$ cat src/sv/pli_pkg.sv
// ----------------------------------------------------------------------------
// pli_pkg - shared types and constants for the positional byte list
// Capacity, derived widths, command and status codes, controller commands.
// ----------------------------------------------------------------------------
package pli_pkg;

	// list capacity and derived widths
	localparam int CAPACITY = 32;
	localparam int IDX_W    = $clog2(CAPACITY);
	localparam int CNT_W    = $clog2(CAPACITY + 1);
	localparam int POS_W    = 6;
	localparam int LEN_W    = 6;
	localparam int VAL_W    = 8;
	localparam int CMD_W    = 2;
	localparam int ST_W     = 2;
	// compare width that holds both a position and a count plus one
	localparam int CMP_W    = ((CNT_W > POS_W) ? CNT_W : POS_W) + 1;

	// command codes
	localparam logic [CMD_W-1:0] CMD_APPEND = 2'd0;
	localparam logic [CMD_W-1:0] CMD_INSERT = 2'd1;
	localparam logic [CMD_W-1:0] CMD_DELETE = 2'd2;
	localparam logic [CMD_W-1:0] CMD_READ   = 2'd3;

	// status codes
	localparam logic [ST_W-1:0] ST_OK   = 2'd0;
	localparam logic [ST_W-1:0] ST_FULL = 2'd1;
	localparam logic [ST_W-1:0] ST_POS  = 2'd2;

	// controller to datapath commands
	typedef struct packed {
		logic capture;  // latch the accepted input beat
		logic execute;  // run the latched command and load the result
	} ctl_cmd_t;

endpackage

$ cat src/sv/positional_list_insert_delete.sv
// ----------------------------------------------------------------------------
// positional_list_insert_delete - ordered list of bytes with positional edits
// Top level: sequencer plus storage datapath.
// ----------------------------------------------------------------------------
// Usage:
//   input channel  : in_valid/in_ready with cmd, position, value. One beat is
//                    one command: append, insert at, delete at or read at a
//                    1-based position.
//   output channel : out_valid/out_ready with read_value, list_length,
//                    is_empty and status. Exactly one result beat per command.
//   order          : the input beat is latched first; the command then runs
//                    once the output side is free, shifting the cell row and
//                    loading the result register, from which out_valid rises.
//   throughput     : one command at a time; a new beat is taken only after
//                    the previous command has run.
//   stalls         : a held result does not block the next input beat; that
//                    command waits in the latch until the result is taken.
//   reset          : arst_n empties the list (length zero); cell contents
//                    are not cleared and need no clearing pass.
// ----------------------------------------------------------------------------
module positional_list_insert_delete (
	input  logic                         clk,
	input  logic                         arst_n,
	input  logic                         in_valid,
	output logic                         in_ready,
	input  logic [pli_pkg::CMD_W-1:0]    cmd,
	input  logic [pli_pkg::POS_W-1:0]    position,
	input  logic [pli_pkg::VAL_W-1:0]    value,
	output logic                         out_valid,
	input  logic                         out_ready,
	output logic [pli_pkg::VAL_W-1:0]    read_value,
	output logic [pli_pkg::LEN_W-1:0]    list_length,
	output logic                         is_empty,
	output logic [pli_pkg::ST_W-1:0]     status
);
	import pli_pkg::*;

	ctl_cmd_t ctl;

	// sequencer
	pli_ctrl u_ctrl (
		.clk       (clk),
		.arst_n    (arst_n),
		.in_valid  (in_valid),
		.in_ready  (in_ready),
		.out_valid (out_valid),
		.out_ready (out_ready),
		.ctl       (ctl)
	);

	// storage and result datapath
	pli_dpath u_dpath (
		.clk         (clk),
		.arst_n      (arst_n),
		.ctl         (ctl),
		.cmd         (cmd),
		.position    (position),
		.value       (value),
		.read_value  (read_value),
		.list_length (list_length),
		.is_empty    (is_empty),
		.status      (status)
	);

`ifndef SYNTH
	// one command in flight: no second beat right after an accepted one
	a_one_in_flight: assert property (@(posedge clk) disable iff (!arst_n)
		in_valid && in_ready |=> !in_ready)
		else $error("input accepted while a command is in flight");

	// length never exceeds capacity
	a_len_bound: assert property (@(posedge clk) disable iff (!arst_n)
		out_valid |-> (list_length <= LEN_W'(CAPACITY)))
		else $error("list length above capacity");

	// a full refusal only happens on a full list
	a_full_len: assert property (@(posedge clk) disable iff (!arst_n)
		out_valid && (status == ST_FULL) |-> (list_length == LEN_W'(CAPACITY)))
		else $error("full status with list not full");

	// a refused command returns a zero byte
	a_rd_zero: assert property (@(posedge clk) disable iff (!arst_n)
		out_valid && (status != ST_OK) |-> (read_value == '0))
		else $error("nonzero read byte on refused command");
`endif

endmodule

$ cat src/sv/pli_ctrl.sv
// ----------------------------------------------------------------------------
// pli_ctrl - command sequencer
// Accepts one input beat, runs it in the datapath once the result register
// is free, and owns the handshake of both channels.
// ----------------------------------------------------------------------------
module pli_ctrl (
	input  logic              clk,
	input  logic              arst_n,
	input  logic              in_valid,
	output logic              in_ready,
	output logic              out_valid,
	input  logic              out_ready,
	output pli_pkg::ctl_cmd_t ctl
);
	import pli_pkg::*;

	localparam logic S_IDLE = 1'b0;
	localparam logic S_EXEC = 1'b1;

	logic state_q;
	logic out_valid_q;
	logic out_free;

	// result register can take a new beat
	assign out_free    = !out_valid_q || out_ready;
	assign in_ready    = (state_q == S_IDLE);
	assign out_valid   = out_valid_q;
	assign ctl.capture = in_valid && in_ready;
	assign ctl.execute = (state_q == S_EXEC) && out_free;

	// state and output valid
	always_ff @(posedge clk or negedge arst_n) begin
		if (!arst_n) begin
			state_q     <= S_IDLE;
			out_valid_q <= 1'b0;
		end else begin
			unique case (state_q)
				S_IDLE: begin
					if (ctl.capture) state_q <= S_EXEC;
				end
				S_EXEC: begin
					if (ctl.execute) state_q <= S_IDLE;
				end
				default: state_q <= S_IDLE;
			endcase
			if (ctl.execute) out_valid_q <= 1'b1;
			else if (out_ready) out_valid_q <= 1'b0;
		end
	end

endmodule

$ cat src/sv/pli_dpath.sv
// ----------------------------------------------------------------------------
// pli_dpath - list storage and result datapath
// Row of byte cells that shift up or down together when a command executes,
// the entry count, position checks and the result register.
// ----------------------------------------------------------------------------
module pli_dpath (
	input  logic                         clk,
	input  logic                         arst_n,
	input  pli_pkg::ctl_cmd_t            ctl,
	input  logic [pli_pkg::CMD_W-1:0]    cmd,
	input  logic [pli_pkg::POS_W-1:0]    position,
	input  logic [pli_pkg::VAL_W-1:0]    value,
	output logic [pli_pkg::VAL_W-1:0]    read_value,
	output logic [pli_pkg::LEN_W-1:0]    list_length,
	output logic                         is_empty,
	output logic [pli_pkg::ST_W-1:0]     status
);
	import pli_pkg::*;

	logic [CMD_W-1:0] cmd_q;
	logic [POS_W-1:0] pos_q;
	logic [VAL_W-1:0] val_q;
	logic [CNT_W-1:0] count_q;
	logic [VAL_W-1:0] entries_q [CAPACITY];

	logic [CMP_W-1:0] pos_x;
	logic [CMP_W-1:0] cnt_x;
	logic [CMP_W-1:0] slot_x;
	logic [IDX_W-1:0] slot;
	logic             full;
	logic             ins_bad;
	logic             idx_bad;
	logic             do_app;
	logic             do_ins;
	logic             do_del;
	logic             do_rd;
	logic [CNT_W-1:0] count_d;
	logic [ST_W-1:0]  st_d;
	logic [VAL_W-1:0] rd_d;
	logic [CAPACITY-1:0] wr_en;
	logic [VAL_W-1:0] wr_data [CAPACITY];

	// latch the accepted beat
	always_ff @(posedge clk) begin
		if (ctl.capture) begin
			cmd_q <= cmd;
			pos_q <= position;
			val_q <= value;
		end
	end

	// position and capacity checks
	assign pos_x   = CMP_W'(pos_q);
	assign cnt_x   = CMP_W'(count_q);
	assign slot_x  = pos_x - CMP_W'(1);
	assign slot    = slot_x[IDX_W-1:0];
	assign full    = (cnt_x >= CMP_W'(CAPACITY));
	assign ins_bad = (pos_q == '0) || (pos_x > cnt_x + CMP_W'(1));
	assign idx_bad = (pos_q == '0) || (pos_x > cnt_x);

	// command decode, new count and status
	always_comb begin
		do_app  = 1'b0;
		do_ins  = 1'b0;
		do_del  = 1'b0;
		do_rd   = 1'b0;
		st_d    = ST_OK;
		count_d = count_q;
		unique case (cmd_q)
			CMD_APPEND: begin
				if (full) st_d = ST_FULL;
				else begin
					do_app  = 1'b1;
					count_d = count_q + CNT_W'(1);
				end
			end
			CMD_INSERT: begin
				if (full) st_d = ST_FULL;
				else if (ins_bad) st_d = ST_POS;
				else begin
					do_ins  = 1'b1;
					count_d = count_q + CNT_W'(1);
				end
			end
			CMD_DELETE: begin
				if (idx_bad) st_d = ST_POS;
				else begin
					do_del  = 1'b1;
					count_d = count_q - CNT_W'(1);
				end
			end
			CMD_READ: begin
				if (idx_bad) st_d = ST_POS;
				else do_rd = 1'b1;
			end
			default: st_d = ST_OK;
		endcase
	end

	// read port
	assign rd_d = do_rd ? entries_q[slot] : '0;

	// per-cell next value: write, take lower neighbor, or take upper neighbor
	always_comb begin
		for (int i = 0; i < CAPACITY; i++) begin
			wr_en[i]   = 1'b0;
			wr_data[i] = val_q;
			if (do_app && (CMP_W'(i) == cnt_x)) begin
				wr_en[i] = 1'b1;
			end else if (do_ins && (CMP_W'(i) == slot_x)) begin
				wr_en[i] = 1'b1;
			end else if (do_ins && (CMP_W'(i) > slot_x) && (CMP_W'(i) <= cnt_x)
					&& (i > 0)) begin
				wr_en[i]   = 1'b1;
				wr_data[i] = entries_q[(i > 0) ? i - 1 : 0];
			end else if (do_del && (CMP_W'(i) >= slot_x) && (CMP_W'(i + 1) < cnt_x)
					&& (i < CAPACITY - 1)) begin
				wr_en[i]   = 1'b1;
				wr_data[i] = entries_q[(i < CAPACITY - 1) ? i + 1 : i];
			end
		end
	end

	// cell row
	always_ff @(posedge clk) begin
		for (int i = 0; i < CAPACITY; i++) begin
			if (ctl.execute && wr_en[i]) entries_q[i] <= wr_data[i];
		end
	end

	// entry count
	always_ff @(posedge clk or negedge arst_n) begin
		if (!arst_n) begin
			count_q <= '0;
		end else if (ctl.execute) begin
			count_q <= count_d;
		end
	end

	// result register
	always_ff @(posedge clk) begin
		if (ctl.execute) begin
			read_value  <= rd_d;
			list_length <= LEN_W'(count_d);
			is_empty    <= (count_d == '0);
			status      <= st_d;
		end
	end

endmodule
$ cat config.mk
export PLATFORM = sky130hd
export DESIGN_NAME = positional_list_insert_delete
export DESIGN_NICKNAME = d
export VERILOG_FILES = /design/src/sv/pli_pkg.sv /design/src/sv/positional_list_insert_delete.sv /design/src/sv/pli_ctrl.sv /design/src/sv/pli_dpath.sv
export SDC_FILE = /design/constraint.sdc
export NUM_CORES = 1
export LEC_CHECK = 0
export BUFFER_PORTS_ARGS = -buffer_cell sky130_fd_sc_hd__buf_2
export CORE_MARGIN = 2
export CORE_UTILIZATION = 25
export CTS_CLUSTER_DIAMETER = 100
export CTS_CLUSTER_SIZE = 10
export DETAILED_ROUTE_END_ITERATION = 16
export GPL_TIMING_DRIVEN = 1
export MAX_ROUTING_LAYER = met4
export PLACE_DENSITY = 0.4
export SLEW_MARGIN = 20
export SYNTH_ARGS = -nofsm -noshare
export SYNTH_HDL_FRONTEND = slang
export SYNTH_SLANG_ARGS = --single-unit
$ cat constraint.sdc
create_clock -name clk -period 12.4 [get_ports clk]
set_clock_uncertainty 0.2 [all_clocks]
set_input_delay 2.48 -clock clk [delete_from_list [all_inputs] [get_ports clk]]
set_output_delay 2.48 -clock clk [all_outputs]
set_load 0.01 [all_outputs]
==> qor.txt <==
status - finished clean
largest net degree at the start of global routing - 55
clk buf depth - 3
Final nets - 1850
switching part of the total - 37.78%
DR iter-0 viols - 2114
vias in the first global route - 16.16k
slowest CP cell - nor3_2
initial antenna violation count - 4
pwr dens - 148.3 mW/mm^2
Max rail drop VDD - 0.00008713 V
Post-DP HPWL - 60.85 mm
post-DR vias/cell - 5.738
critical path type - flop to flop
cell family with most CP delay - simple AND/OR/NAND/NOR gates
dominant synthesized flop cell - edfxtp_1
Max Fclk - 0.1622 GHz
gr ovfl total - 0
hold depth - 2
number of synthesized flops with an enable pin - 289
Area Growth Syn to Fin - 12.21%
I/O pins - 39
Vert. Die Dim - 282.2 microns
starting density of the core - 25.34%
number of distinct library cells after synthesis - 88
share of cells above drive strength 1 - 15.07%
clock slew at reported path FFs - 0.06 ns
leak pwr - 7.363 nW
DRC - 0
CP max stage delay - 0.97 ns
setup_tns - 0 ns
CP cell instances - clkinv_1 -> ha_1 -> and4_1 -> o21a_1 -> o41ai_4 -> nand2_1 -> nor3_2 -> a311oi_1 -> a21oi_1
RSZ-0062 raised after global routing - false
Comb power frac - 31.2%
CTS Buf Count - 36
FF-to-FF End - u_dpath.entries_q[9][7]$_DFFE_PP_
most frequent cell after synthesis - edfxtp_1
1st-pass router iterations - 5
CTS tree - yes
Hold EP - u_ctrl.out_valid$_DFFE_PN0P_
Worst-Skew Late Latency - 0.57 ns
Bufs and invs on worst path - 1
Max Cap Violations - 0
#FFs+latches synth - 297
CP Capture Type - flop
leading area contributor after synthesis - edfxtp_1
syn nets - 1874
die area - 0.07961 sq mm
final hold violation count - 0
first-pass GRT wire length - 120.0 mm
Slew @ Worst Pin - 1.145 ns
routed wire length - 83.87 mm
# port buffers - 38
post-synth top area share - 44.87%
crit path time final - 6.164 ns
NetSw - 1.216 mW
final hold slack - 0.3460 ns
core area - 0.07633 sq mm
clock power share - 30.0%
crit-path max FO - 25
H-tree levels - 2
Max Slew Vio Count - 0
PostCTS Resize Cnt - 0
largest cells by area after synthesis - edfxtp_1, mux2i_1, mux4_2, nand2_1, a21oi_1
CP arrival - 6.13 ns
final setup vio count - 0
fin crit share - 49.71%
via count - 16.35k
internal power - 2.002 mW
gp weighted congestion - 1.001
Ys Warns - 0
HP Start - u_ctrl.out_valid$_DFFE_PN0P_
FF-to-FF path depth - 9
Hold Crit Class - flop to flop
Commonest cells post-synth - edfxtp_1, nand2_1, mux2i_1
clk sink count - 297
asr flop ratio synth - 2.694%
Die W - 282.2 microns
hold_buf cts - 0
critical path required time - 12.37 ns
Root Driver - clkbuf_16
RR Startpoint - u_dpath.count_q[2]$_DFFE_PN0P_
post-CTS setup repair buffer count - 0
Syn Inst Count - 1832
Row Count - 101
average cell area after synthesis - 10.56 sq um
per-cell routed wire length - 29.44 microns
Rel. slew slack - 23.58%
share of power burned in registers - 38.8%
Fillers - 8000
GRT Resource Usage Total - 21.44%
R2R Setup Slk - 6.24 ns
Synth Cell Area - 0.01934 sq mm
CP Launch Type - flop
Post-DRT Antenna Nets - 0
register area share after synthesis - 45.90%
==> how the worst max path moves through the flow <==
stage | start | end | cells after the start
after floorplan | u_dpath.pos_q[0]$_DFFE_PP_ | u_dpath.entries_q[29][0]$_DFFE_PP_ | 15
after global placement | u_dpath.count_q[2]$_DFFE_PN0P_ | u_dpath.entries_q[9][5]$_DFFE_PP_ | 9
after detailed placement | u_dpath.count_q[2]$_DFFE_PN0P_ | u_dpath.entries_q[0][6]$_DFFE_PP_ | 9
after CTS | u_dpath.count_q[2]$_DFFE_PN0P_ | u_dpath.entries_q[0][1]$_DFFE_PP_ | 9
after global routing | u_dpath.count_q[1]$_DFFE_PN0P_ | u_dpath.entries_q[7][1]$_DFFE_PP_ | 12
final | u_dpath.count_q[2]$_DFFE_PN0P_ | u_dpath.entries_q[9][7]$_DFFE_PP_ | 9
==> area by class of cell <==
class | instances | area, sq um | share of cell area (%)
multi-input cells | 1331 | 9774 | 45.03
repair buffers | 88 | 569.3 | 2.623
clock inverters | 6 | 65.06 | 0.2998
diodes | 1 | 2.502 | 0.01153
clock buffers | 42 | 923.4 | 4.254
well taps | 1030 | 1289 | 5.938
inverters | 54 | 202.7 | 0.9339
flip-flops and latches | 297 | 8879 | 40.91
==> per-layer routing <==
metal / vias to the layer above / global-route usage [%] / wire length [microns]
li1: 7066 / - / -
met4: 0 / 6.905 / 2580
met3: 152 / 3.568 / 5841
met2: 729 / 33.96 / 39170
met1: 8400 / 27.94 / 36280
met5: - / - / 0
==> registers in the layout (all words and copies together), names as in the netlist <==
register,cells
u_dpath.entries_q,256
u_dpath.count_q,6
u_dpath.status,2
u_ctrl.state_q,1
u_ctrl.out_valid,1
u_dpath.val_q,8
u_dpath.cmd_q,2
u_dpath.list_length,6
u_dpath.is_empty,1
u_dpath.read_value,8
u_dpath.pos_q,6
==> per-stage QoR <==
step	area (sq um)	setup WS, ns	std cells	utilization, %	power [mW]
after floorplan	19340	7.171	1832	-	1.851
after global placement	20670	6.472	2800	27.08	2.250
after detailed placement	20680	6.376	2800	27.09	2.240
after CTS	21670	6.350	2848	28.39	3.214
after global routing	21700	5.982	2849	28.44	3.341
final	21700	6.236	2849	28.44	3.218
==> cells in the final DEF (no fill, tap or decap), types with 48 or more instances in the layout <==
cell        n
buf_4      49
mux4_2     64
o21ai_0   114
inv_1      48
edfxtp_1  289
mux2i_1   144
a21oi_1   143
o22ai_1    51
nand2_1   198
nor2_1    132
==> kinds of logic (layout without fill, tap and decap cells) <==
group / after synthesis / count (layout) / share of synthesized area, %
compound gates: 526 / 526 / 17.94
xor+xnor: 9 / 9 / 0.4076
fa+ha+maj: 22 / 22 / 1.423
buf+inv: 204 / 190 / 4.289
flops: 297 / 297 / 45.90
mux: 245 / 245 / 17.06
other cells: 0 / 1 / 0
simple gates: 529 / 529 / 12.98
==> power groups by stage <==
stage                     combinational, mW  clock (mW)  sequential, mW
after floorplan                       0.629           0            1.22
after global placement                0.984           0            1.27
after detailed placement              0.973           0            1.27
after CTS                             0.976       0.991            1.25
after global routing                   1.06        1.02            1.25
final                                  1.00       0.965            1.25
==> tightest hold or removal path, cell delays in order (launching register included) <==
cell      delay [ns]
dfrtp_1         0.34
nand2b_1        0.10
nand2_1         0.08
(Power assumes the default switching activity.)
